<file path="src/hw/rtl/gscm_pkg.sv">
// Shared types and constants for the serial codec control master.
package gscm_pkg;

    localparam int QDEPTH = 4;
    localparam int QAW    = $clog2(QDEPTH);

    localparam int CFG_IDX_W = 3;
    localparam logic [CFG_IDX_W-1:0] CFG_CLOCK_MASK   = 3'd0;
    localparam logic [CFG_IDX_W-1:0] CFG_DOUT_MASK    = 3'd1;
    localparam logic [CFG_IDX_W-1:0] CFG_DIN_MASK     = 3'd2;
    localparam logic [CFG_IDX_W-1:0] CFG_ALL_SELECT   = 3'd3;
    localparam logic [CFG_IDX_W-1:0] CFG_CODEC_ADDR   = 3'd4;
    localparam logic [CFG_IDX_W-1:0] CFG_XCVR_ADDR    = 3'd5;

    localparam logic [6:0] LAST_CODEC_WR = 7'd32;
    localparam logic [6:0] LAST_XCVR_WR  = 7'd48;
    localparam logic [6:0] LAST_XCVR_RD  = 7'd66;
    localparam logic [6:0] RD_PHASE_BASE = 7'd32;
    localparam logic [6:0] RD_DESELECT   = 7'd32;
    localparam logic [6:0] RD_RESELECT   = 7'd33;
    localparam logic [6:0] RD_BITS_START = 7'd50;
    localparam logic [4:0] LAST_BIT_POS  = 5'd23;

    localparam logic [7:0] CODEC_WR_FLAG  = 8'h20;
    localparam logic [7:0] CODEC_REG_MASK = 8'h1F;

    typedef enum logic [1:0] {
        OP_CODEC_WR = 2'd0,
        OP_XCVR_WR  = 2'd1,
        OP_XCVR_RD  = 2'd2,
        OP_UNUSED   = 2'd3
    } op_t;

    typedef struct packed {
        logic [7:0] clock_mask;
        logic [7:0] dout_mask;
        logic [7:0] all_select;
        logic [1:0] codec_addr;
        logic [6:0] xcvr_addr;
    } cfg_t;

    typedef struct packed {
        logic        is_tick;
        logic        op_bad;
        op_t         op;
        logic [23:0] out_bytes;
        logic [7:0]  base;
        logic [7:0]  sel;
        logic        level;
    } entry_t;

    typedef struct packed {
        logic [7:0] gpio_value;
        logic       gpio_write;
        logic       busy;
        logic       done;
        logic [7:0] read_byte;
        logic       rejected;
    } res_t;

endpackage

</file>
<file path="src/hw/rtl/gpio_serial_codec_control_master_top.sv">
// Top level of the bit-banged serial codec control master.
// Every accepted item (command or tick) yields exactly one result transaction. Items are
// classified on entry, pass a four-entry queue and are executed one per cycle by the
// executor while the result output is not stalled, so the block then sustains one item per
// clock; an accepted item is written into the queue and its result is registered when the
// executor pops it. Configuration writes take effect the next cycle; the data-in line mask
// index is accepted but has no effect since the sampled level arrives with each tick.
module gpio_serial_codec_control_master_top (
    input  logic                             clk,
    input  logic                             rst_n,
    input  logic                             cfg_we,
    input  logic [gscm_pkg::CFG_IDX_W-1:0]   cfg_index,
    input  logic [7:0]                       cfg_data,
    input  logic                             item_valid,
    output logic                             item_stall,
    input  logic                             kind,
    input  logic [1:0]                       operation,
    input  logic [6:0]                       register_address,
    input  logic [7:0]                       write_byte,
    input  logic [7:0]                       select_mask,
    input  logic [7:0]                       gpio_now,
    input  logic                             data_in_level,
    output logic                             result_valid,
    input  logic                             result_stall,
    output logic [7:0]                       gpio_value,
    output logic                             gpio_write,
    output logic                             busy_res,
    output logic                             done_res,
    output logic [7:0]                       read_byte,
    output logic                             rejected
);
    import gscm_pkg::*;

    cfg_t   cfg_reg, cfg_next;
    logic   push, q_full, q_not_empty, pop;
    entry_t push_entry, head;
    res_t   result;

    always_comb
    begin
        cfg_next = cfg_reg;
        if (cfg_we)
        begin
            case (cfg_index)
                CFG_CLOCK_MASK: cfg_next.clock_mask = cfg_data;
                CFG_DOUT_MASK:  cfg_next.dout_mask  = cfg_data;
                CFG_ALL_SELECT: cfg_next.all_select = cfg_data;
                CFG_CODEC_ADDR: cfg_next.codec_addr = cfg_data[1:0];
                CFG_XCVR_ADDR:  cfg_next.xcvr_addr  = cfg_data[6:0];
                default:        cfg_next = cfg_reg;
            endcase
        end
    end

    always_ff @(posedge clk or negedge rst_n)
    begin
        if (!rst_n)
            cfg_reg <= '0;
        else
            cfg_reg <= cfg_next;
    end

    gscm_front u_front (
        .item_valid       (item_valid),
        .item_stall       (item_stall),
        .kind             (kind),
        .operation        (operation),
        .register_address (register_address),
        .write_byte       (write_byte),
        .select_mask      (select_mask),
        .gpio_now         (gpio_now),
        .data_in_level    (data_in_level),
        .cfg              (cfg_reg),
        .q_full           (q_full),
        .push             (push),
        .entry            (push_entry)
    );

    gscm_queue u_queue (
        .clk        (clk),
        .rst_n      (rst_n),
        .push       (push),
        .push_entry (push_entry),
        .full       (q_full),
        .pop        (pop),
        .not_empty  (q_not_empty),
        .head       (head)
    );

    gscm_back u_back (
        .clk          (clk),
        .rst_n        (rst_n),
        .cfg          (cfg_reg),
        .q_not_empty  (q_not_empty),
        .e            (head),
        .pop          (pop),
        .result_valid (result_valid),
        .result_stall (result_stall),
        .result       (result)
    );

    assign gpio_value = result.gpio_value;
    assign gpio_write = result.gpio_write;
    assign busy_res   = result.busy;
    assign done_res   = result.done;
    assign read_byte  = result.read_byte;
    assign rejected   = result.rejected;

endmodule

</file>
<file path="src/hw/rtl/gscm_front.sv">
// Front end: takes items and classifies them into queue entries.
module gscm_front (
    input  logic             item_valid,
    output logic             item_stall,
    input  logic             kind,
    input  logic [1:0]       operation,
    input  logic [6:0]       register_address,
    input  logic [7:0]       write_byte,
    input  logic [7:0]       select_mask,
    input  logic [7:0]       gpio_now,
    input  logic             data_in_level,
    input  gscm_pkg::cfg_t   cfg,
    input  logic             q_full,
    output logic             push,
    output gscm_pkg::entry_t entry
);
    import gscm_pkg::*;

    logic [7:0] codec_first;
    logic [7:0] xcvr_first;
    logic [7:0] reg_byte;
    op_t        op;

    assign op          = op_t'(operation);
    assign item_stall  = q_full;
    assign push        = item_valid && !q_full;
    assign codec_first = {cfg.codec_addr, 6'd0} | CODEC_WR_FLAG
                         | ({1'b0, register_address} & CODEC_REG_MASK);
    assign xcvr_first  = {cfg.xcvr_addr, 1'b0};
    assign reg_byte    = {1'b0, register_address};

    always_comb
    begin
        entry         = '0;
        entry.is_tick = kind;
        entry.op      = op;
        entry.base    = (gpio_now | cfg.all_select) & ~select_mask;
        entry.sel     = select_mask;
        entry.level   = data_in_level;
        case (op)
            OP_CODEC_WR: entry.out_bytes = {codec_first, write_byte, 8'h00};
            OP_XCVR_WR:  entry.out_bytes = {xcvr_first, reg_byte, write_byte};
            OP_XCVR_RD:  entry.out_bytes = {xcvr_first, reg_byte, xcvr_first | 8'h01};
            default:     entry.op_bad    = 1'b1;
        endcase
    end

endmodule

</file>
<file path="src/hw/rtl/gscm_queue.sv">
// Short FIFO between front end and executor.
module gscm_queue (
    input  logic             clk,
    input  logic             rst_n,
    input  logic             push,
    input  gscm_pkg::entry_t push_entry,
    output logic             full,
    input  logic             pop,
    output logic             not_empty,
    output gscm_pkg::entry_t head
);
    import gscm_pkg::*;

    entry_t         mem_reg [QDEPTH];
    logic [QAW-1:0] wr_ptr_reg, wr_ptr_next;
    logic [QAW-1:0] rd_ptr_reg, rd_ptr_next;
    logic [QAW:0]   count_reg, count_next;

    assign full      = (count_reg == (QAW+1)'(QDEPTH));
    assign not_empty = (count_reg != '0);
    assign head      = mem_reg[rd_ptr_reg];

    always_comb
    begin
        wr_ptr_next = push ? wr_ptr_reg + 1'b1 : wr_ptr_reg;
        rd_ptr_next = pop ? rd_ptr_reg + 1'b1 : rd_ptr_reg;
        count_next  = count_reg + (QAW+1)'(push) - (QAW+1)'(pop);
    end

    always_ff @(posedge clk or negedge rst_n)
    begin
        if (!rst_n)
        begin
            wr_ptr_reg <= '0;
            rd_ptr_reg <= '0;
            count_reg  <= '0;
        end
        else
        begin
            wr_ptr_reg <= wr_ptr_next;
            rd_ptr_reg <= rd_ptr_next;
            count_reg  <= count_next;
        end
    end

    always_ff @(posedge clk)
    begin
        if (push)
        begin
            mem_reg[wr_ptr_reg] <= push_entry;
        end
    end

endmodule

</file>
<file path="src/hw/rtl/gscm_back.sv">
// Executor: runs transactions one GPIO step per entry, registered result.
module gscm_back (
    input  logic             clk,
    input  logic             rst_n,
    input  gscm_pkg::cfg_t   cfg,
    input  logic             q_not_empty,
    input  gscm_pkg::entry_t e,
    output logic             pop,
    output logic             result_valid,
    input  logic             result_stall,
    output gscm_pkg::res_t   result
);
    import gscm_pkg::*;

    logic [6:0]  step_reg, step_next;
    op_t         op_reg, op_next;
    logic        busy_reg, busy_next;
    logic [7:0]  shadow_reg, shadow_next;
    logic [7:0]  held_reg, held_next;
    logic [23:0] bytes_reg, bytes_next;
    logic [7:0]  incoming_reg, incoming_next;
    logic        valid_reg, valid_next;
    res_t        res_reg, res_next;
    logic [6:0]  last;

    function automatic logic [7:0] send_word(
        input logic [4:0]  k,
        input logic        high,
        input logic [23:0] bytes,
        input logic [7:0]  shadow,
        input logic [7:0]  clk_mask,
        input logic [7:0]  dout_mask
    );
        logic [4:0] pos;
        logic [7:0] v;
        pos = LAST_BIT_POS - k;
        v   = shadow & ~(clk_mask | dout_mask);
        if (bytes[pos])
            v = v | dout_mask;
        if (high)
            v = v | clk_mask;
        return v;
    endfunction

    assign pop          = q_not_empty && (!valid_reg || !result_stall);
    assign result_valid = valid_reg;
    assign result       = res_reg;

    always_comb
    begin
        case (op_reg)
            OP_CODEC_WR: last = LAST_CODEC_WR;
            OP_XCVR_WR:  last = LAST_XCVR_WR;
            default:     last = LAST_XCVR_RD;
        endcase
    end

    always_comb
    begin
        step_next     = step_reg;
        op_next       = op_reg;
        busy_next     = busy_reg;
        shadow_next   = shadow_reg;
        held_next     = held_reg;
        bytes_next    = bytes_reg;
        incoming_next = incoming_reg;
        valid_next    = valid_reg && result_stall;
        res_next      = res_reg;
        if (pop)
        begin
            valid_next = 1'b1;
            res_next   = '0;
            if (!e.is_tick)
            begin
                if (busy_reg || e.op_bad)
                begin
                    res_next.busy     = busy_reg;
                    res_next.rejected = 1'b1;
                end
                else
                begin
                    bytes_next          = e.out_bytes;
                    shadow_next         = e.base;
                    held_next           = e.sel;
                    op_next             = e.op;
                    busy_next           = 1'b1;
                    step_next           = '0;
                    incoming_next       = '0;
                    res_next.gpio_value = e.base;
                    res_next.gpio_write = 1'b1;
                    res_next.busy       = 1'b1;
                end
            end
            else if (busy_reg)
            begin
                if (step_reg >= last)
                begin
                    shadow_next         = shadow_reg | held_reg;
                    busy_next           = 1'b0;
                    step_next           = '0;
                    res_next.gpio_value = shadow_reg | held_reg;
                    res_next.gpio_write = 1'b1;
                    res_next.done       = 1'b1;
                    res_next.read_byte  = (op_reg == OP_XCVR_RD) ? incoming_reg : 8'h00;
                end
                else
                begin
                    res_next.gpio_write = 1'b1;
                    res_next.busy       = 1'b1;
                    step_next           = step_reg + 7'd1;
                    if (op_reg != OP_XCVR_RD || step_reg < RD_PHASE_BASE)
                        res_next.gpio_value = send_word(step_reg[5:1], step_reg[0], bytes_reg,
                                                        shadow_reg, cfg.clock_mask,
                                                        cfg.dout_mask);
                    else if (step_reg == RD_DESELECT)
                        res_next.gpio_value = shadow_reg | held_reg;
                    else if (step_reg == RD_RESELECT)
                        res_next.gpio_value = shadow_reg & ~held_reg;
                    else if (step_reg < RD_BITS_START)
                        res_next.gpio_value = send_word(step_reg[5:1] - 5'd1, step_reg[0],
                                                        bytes_reg, shadow_reg,
                                                        cfg.clock_mask, cfg.dout_mask);
                    else if (!step_reg[0])
                        res_next.gpio_value = shadow_reg & ~cfg.clock_mask;
                    else
                    begin
                        // sample on the clock-rising word
                        incoming_next       = {incoming_reg[6:0], e.level};
                        res_next.gpio_value = shadow_reg | cfg.clock_mask;
                    end
                end
            end
        end
    end

    always_ff @(posedge clk or negedge rst_n)
    begin
        if (!rst_n)
        begin
            step_reg     <= '0;
            op_reg       <= OP_CODEC_WR;
            busy_reg     <= 1'b0;
            shadow_reg   <= '0;
            held_reg     <= '0;
            bytes_reg    <= '0;
            incoming_reg <= '0;
            valid_reg    <= 1'b0;
        end
        else
        begin
            step_reg     <= step_next;
            op_reg       <= op_next;
            busy_reg     <= busy_next;
            shadow_reg   <= shadow_next;
            held_reg     <= held_next;
            bytes_reg    <= bytes_next;
            incoming_reg <= incoming_next;
            valid_reg    <= valid_next;
        end
    end

    always_ff @(posedge clk)
    begin
        res_reg <= res_next;
    end

endmodule

</file>
<file path="config.mk">
export PLATFORM = sky130hd
export DESIGN_NAME = gpio_serial_codec_control_master_top
export DESIGN_NICKNAME = d
export VERILOG_FILES = /design/src/hw/rtl/gscm_pkg.sv /design/src/hw/rtl/gpio_serial_codec_control_master_top.sv /design/src/hw/rtl/gscm_front.sv /design/src/hw/rtl/gscm_queue.sv /design/src/hw/rtl/gscm_back.sv
export SDC_FILE = /design/constraint.sdc
export NUM_CORES = 1
export LEC_CHECK = 0
export BUFFER_PORTS_ARGS = -buffer_cell sky130_fd_sc_hd__buf_4
export CAP_MARGIN = 20
export CORE_MARGIN = 10
export CORE_UTILIZATION = 40
export CTS_CLUSTER_DIAMETER = 40
export DETAILED_ROUTE_END_ITERATION = 7
export PLACE_DENSITY = 0.54
export SYNTH_ARGS = -nofsm -noshare
export SYNTH_HDL_FRONTEND = slang
export SYNTH_SLANG_ARGS = --single-unit
</file>
<file path="constraint.sdc">
create_clock -name clk -period 4 [get_ports clk]
set_clock_uncertainty 0.2 [all_clocks]
set_input_delay 0 -clock clk [delete_from_list [all_inputs] [get_ports clk]]
set_output_delay 0 -clock clk [all_outputs]
set_load 0.01 [all_outputs]
</file>
Yosys cells after proc, flatten, opt, wreduce, memory -nomap -nowiden
Memories as Yosys holds them, arrays and structs flattened.
Cells that the tools add are included.
- bits in registers: 119
- bits in writable memories: 180
- input port bits: 51
- output and inout port bits: 22
- logic and storage cells: 160
- memories kept: 1
- memory list (name ; words ; width ; read ports ; clocked after memory_dff ; write ports ; line ; RTL):
    u_queue.mem_reg ; 4 ; 45 ; 1 ; 0 ; 1 ; gscm_queue.sv:14 ; entry_t mem_reg [QDEPTH];
- $add $sub $neg: 8
- order comparisons: 5
- equality and inequality tests: 21
- mux-type cells: 60
- bitwise logic cells: 18
- reductions and logical operators: 25
- operator list (cell ; count):
    8-bit two-way mux ; 36
    24-bit case mux with 3 select lines ; 1
    8-bit OR ; 7
    8-bit bitwise AND ; 4
    8-bit NOT ; 4
    7-bit two-way mux ; 4
    9-bit two-way mux ; 3
    19-bit two-way mux ; 1
    2-bit != test (second input constant) ; 9
    7-bit by 6-bit == test with 1-bit output (second input constant) ; 2
    7-bit by 6-bit less-than comparator with 1-bit output (second input constant) ; 2
    7-bit case mux with 2 select lines ; 1
    5-bit by 6-bit less-than comparator with 1-bit output (second input constant) ; 2
    2-bit AND reduction ; 6
    1-bit two-way mux ; 11
    1-bit binary-select mux with 5-bit select ; 2
    10-bit two-way mux ; 1
    5-bit subtractor (first input constant) ; 2
    3-bit == test (second input constant) ; 3
    9-bit AND reduction ; 1
    8-bit by 5-bit OR with 8-bit output ; 1
    4-bit AND reduction ; 2
    7-bit by 1-bit adder with 7-bit output (second input constant) ; 1
    7-bit >= comparator ; 1
    18 further kinds ; 30

Longest topological paths before layout
- word-level depth: 22
- gate-level depth with buffers: 12
- depth with buffers taken out: 9

Modules after synthesis
A second synthesis with hierarchy kept.
- cells, all modules: 889
- area, all modules: 13584.3 µm²
- modules (own cells, without submodules) (module ; instances ; cells an instance ; area each (µm²) ; sequential area each (µm²)):
    gscm_queue ; 1 ; 269 ; 6905.4 ; 5580.4
    gscm_back ; 1 ; 447 ; 4738.3 ; 2077.0
    gpio_serial_codec_control_master_top ; 1 ; 72 ; 1266.2 ; 825.8
    gscm_front ; 1 ; 101 ; 674.4 ; 0.0

Least setup slack after synthesis
Ideal clock, no wire load.
- path kind: register to register
- start: reg u_back.step_reg[4]
- end: reg u_back.res_reg (netlist bit u_back.result[12]), data pin
- library setup time: 0.261 ns
- arrival time: 2.688 ns
- required time: 3.539 ns
- path slack: 0.851 ns
- stages on the path, launching flop included: 11
- path buffers: 2
- clock period less this slack: 3.149 ns
- cells stage by stage: dfrtp_1 clkbuf_1 inv_1 ha_1 buf_2 mux4_2 mux2i_1 o22ai_1 nor3_2 a31oi_1 a221o_1
- word-level cells in the longest chain between the ends: 22
- elaborated cells between the ends (all ways): 39
- classes of those cells: add/sub: 3; order compare: 3; eq/ne: 2; mux: 28; bitwise: 2; reduce/logical: 1
- ends and longest elaborated chain (item ; line ; RTL):
    start: declaration ; gscm_back.sv:15 ; logic [6:0] step_reg, step_next;
    start signal: assignment ; gscm_back.sv:151 ; step_reg <= step_next;
    5-bit by 1-bit subtractor with 5-bit output ; gscm_back.sv:120 ; res_next.gpio_value = send_word(step_reg[5:1] - 5'd1, step_reg[0],
    5-bit subtractor ; gscm_back.sv:36 ; pos = LAST_BIT_POS - k;
    1-bit binary-select mux with 5-bit select ; gscm_back.sv:38 ; if (bytes[pos])
    1-bit two-way mux (implied by the code) ; gscm_back.sv:38 ;
    8-bit two-way mux ; gscm_back.sv:38 ;
    8-bit two-way mux ; gscm_back.sv:119 ; else if (step_reg < RD_BITS_START)
    8-bit two-way mux ; gscm_back.sv:117 ; else if (step_reg == RD_RESELECT)
    8-bit two-way mux ; gscm_back.sv:115 ; else if (step_reg == RD_DESELECT)
    (+6 left out) ; n/a ;
    8-bit two-way mux ; gscm_back.sv:40 ; if (high)
    8-bit two-way mux ; gscm_back.sv:119 ;
    8-bit two-way mux ; gscm_back.sv:117 ;
    8-bit two-way mux ; gscm_back.sv:115 ;
    8-bit two-way mux ; gscm_back.sv:111 ; if (op_reg != OP_XCVR_RD || step_reg < RD_PHASE_BASE)
    9-bit two-way mux * ; gscm_back.sv:96 ; if (step_reg >= last)
    19-bit two-way mux * ; gscm_back.sv:94 ; else if (busy_reg)
    10-bit two-way mux * ; gscm_back.sv:73 ; if (!e.is_tick)
    end signal: assignment ; gscm_back.sv:164 ; res_reg <= res_next;
    end: declaration ; gscm_back.sv:23 ; res_t res_reg, res_next;
Mark *: on every way between the ends. The rest lies on a longest branch, timed or not. The select of a mux whose other input is x is not followed.
A chain may end at the register's enable or synchronous reset.

Final worst setup path
- start: reg u_back.step_reg[4]
- end: reg u_back.res_reg (netlist bit u_back.result[13]), data pin
Same word-level chain as after synthesis.

==> flow_metrics.tcl <==
set metrics [dict create \
    outcome "finished, final reports clean" \
    areaGrowthSynthToFinish_pct 25.6 \
    ir_worst_vdd_mv 0.352 \
    critPathRequiredTime_ps 4060 \
    die_w_um 200 \
    diodes 0 \
    crit_family "multiplexers" \
    synth_area_um2 13000 \
    synth_async_sr_flop_share_pct 33.1 \
    cts.clk_slew.worst_paths_ps 60 \
    largest_reg_flops 180 \
    cts_buffers 45 \
    gp_congestion 0.804 \
    yosys_most_used_dff "edfxtp_1" \
    final_area_um2 16300 \
    path_cells "inv_1 > ha_1 > mux4_2 > mux2i_1 > o22ai_1 > nor3_2 > a31oi_1 > a221o_1" \
    min_period_over_period_pct 88.0 \
    layout_commonest_cell "edfxtp_1" \
    post_cts.repair.setup_buffers 0 \
    grt_usage_pct 15.8 \
    relSlewSlack_pct 38.8 \
    wl_per_cell_um 20.4 \
    syn-num-nets 979 \
    fin_nets 1141 \
    grt_first_pass_wirelength_um 48700 \
    wl_um 30800 \
    drtPass1Iterations 5 \
    cts_sinks 299 \
    synth.ff_latch_count 299 \
    clock_latency_ps 530 \
    setup.worst_path.class "reg -> reg" \
    seq_area_frac_synth_pct 65.5 \
    fp.coreArea_um2 31700 \
    p_total_mw 11.7 \
    antenna_found_initial 0 \
    drv_slew 0 \
    cellLeakagePower_nw 6.31 \
    hold_violations 0 \
    synth_cell_types 52 \
    drv_cap 0 \
    die-area_um2 40000 \
    critical_path.slowest_cell "mux4_2" \
    power.density_nw_per_um2 718 \
    gr-total-overflow 0 \
    grt_max_degree 58 \
    cp-start-kind "flop" \
    worstSetupEndpointType "flop" \
    cts_max_level 2 \
    holdBufCountCts 70 \
    synth.avg_cell_area_um2 14.2 \
    cp.buffers_inverters 1 \
    drtAntennaViolNets 0 \
    cts_buffer_depth 3 \
    num_vias 8092 \
    worstPathMaxFanout 10 \
    route.detailed.drc 0 \
    min_period_ps 3520 \
    cts_resized 0 \
    grt_pass1_vias 8402 \
    rsz0062_at_grt "no" \
    cts_root_buffer "clkbuf_16" \
    io_buffers 72 \
    final_cell_mix "edfxtp_1 (200), nand2_1 (159), dfrtp_1 (97)" \
    fmax_mhz 284 \
    worstMarginPinSlew_ps 914 \
    postSynthCellCount 910 \
    ios 73 \
    rows 65 \
    avgViaCountPerCell 5.36 \
    hpwl_um 19200 \
    arrival_ps 3580 \
    cts_tree "built" \
    drive_gt1_share_pct 24.2 \
    drt-initial-drc-count 464 \
    slowest_delay_ps 540 \
    synth_warnings 0 \
    die_y_um 200 \
    start_util_pct 40.8 \
    setup_tns_ps 0 \
    finalSetupViolations 0 \
    synth_edf_count 200 \
    hold_path_class "in -> reg" \
    place_area_um2 14000 \
]
[cell usage after synthesis, drive strengths merged, types with 10 or more instances]
library cell	instances	area, µm²
a21oi	20	104
a22o	10	87.6
a31oi	10	62.6
and3	11	68.8
buf	16	105
clkbuf	30	113
dfrtp	99	2480
edfxtp	200	6010
ha	17	213
inv	28	105
mux2	26	293
mux4	55	1240
nand2	159	597
nand3	25	125
nor2	29	116
nor2b	10	62.6
o21ai	62	314
o31ai	10	75.1
[cell families (layout without fill, tap and decap cells)]
logic type / Yosys count / count (layout) / share of synthesized area [%]
adders and majority gates: 19 / 19 / 1.87
muxes: 90 / 90 / 12.5
xor gates and xnor gates: 7 / 7 / 0.473
buffers and inverters: 74 / 272 / 2.49
AOI/OAI and AO/OA: 155 / 155 / 7.85
DFF: 299 / 299 / 65.5
and+or+nand+nor: 266 / 266 / 9.32
[per-stage QoR]
stage | instances | utilization, % | hold WS, ps | worst slack, ps
3_5_place_dp | 1357 | 44.1 | -161 | 487
3_3_place_gp | 1357 | 44.1 | -155 | 537
5_1_grt | 1510 | 51.3 | 25.0 | 265
2_1_floorplan | 910 | - | -496 | 851
6_report | 1510 | 51.3 | 25.3 | 479
4_1_cts | 1510 | 51.3 | 8.50 | 479
[worst register-to-register path, cell delays in order, from the launching register on]
cell and delay (ps):
dfrtp_1 530, inv_1 170, ha_1 480, mux4_2 540, mux2i_1 140, o22ai_1 130, nor3_2 540, a31oi_1 180
a221o_1 370
[where the power goes]
part           leakage [nW]  total [mW]  internal [mW]  switching (mW)
Sequential             3.09        4.62           4.20           0.428
Clock                 0.749        3.99           2.50            1.49
Combinational          2.47        3.07           1.38            1.68
Total                  6.31        11.7           8.08            3.60
[final cells by class]
type	count	area [µm²]
fillers	2689	15400
clock buffers	48	1140
multi-input cells	537	4170
clock inverters	35	415
repair buffers	161	1450
well taps	402	503
inverters	28	105
flip-flops and latches	299	8490
[layer usage]
layer	routed length (µm)	GRT usage, %	share of wire [%]
met5	0	0	0
met4	549	4.04	1.8
met3	1630	3.03	5.3
met2	14500	25.0	47
met1	14100	21.8	46
[path summary, 6_finish.rpt]
kind / startpoint / to / slack, ps / cells after the start
max: u_back.step_reg[4] / u_back.result[13] / 480 / 8
min: select_mask[6] / u_queue.mem_reg[0][7] / 30 / 2
max reg2reg: u_back.step_reg[4] / u_back.result[13] / 480 / 8
min reg2reg: u_back.bytes_reg[21] / u_back.bytes_reg[21] / 280 / 2
max in group asynchronous: rst_n / cfg_reg[24] / 2890 / 4
min in group asynchronous: rst_n / u_queue.wr_ptr_reg[1] / 360 / 4
(Power assumes the default switching activity.)
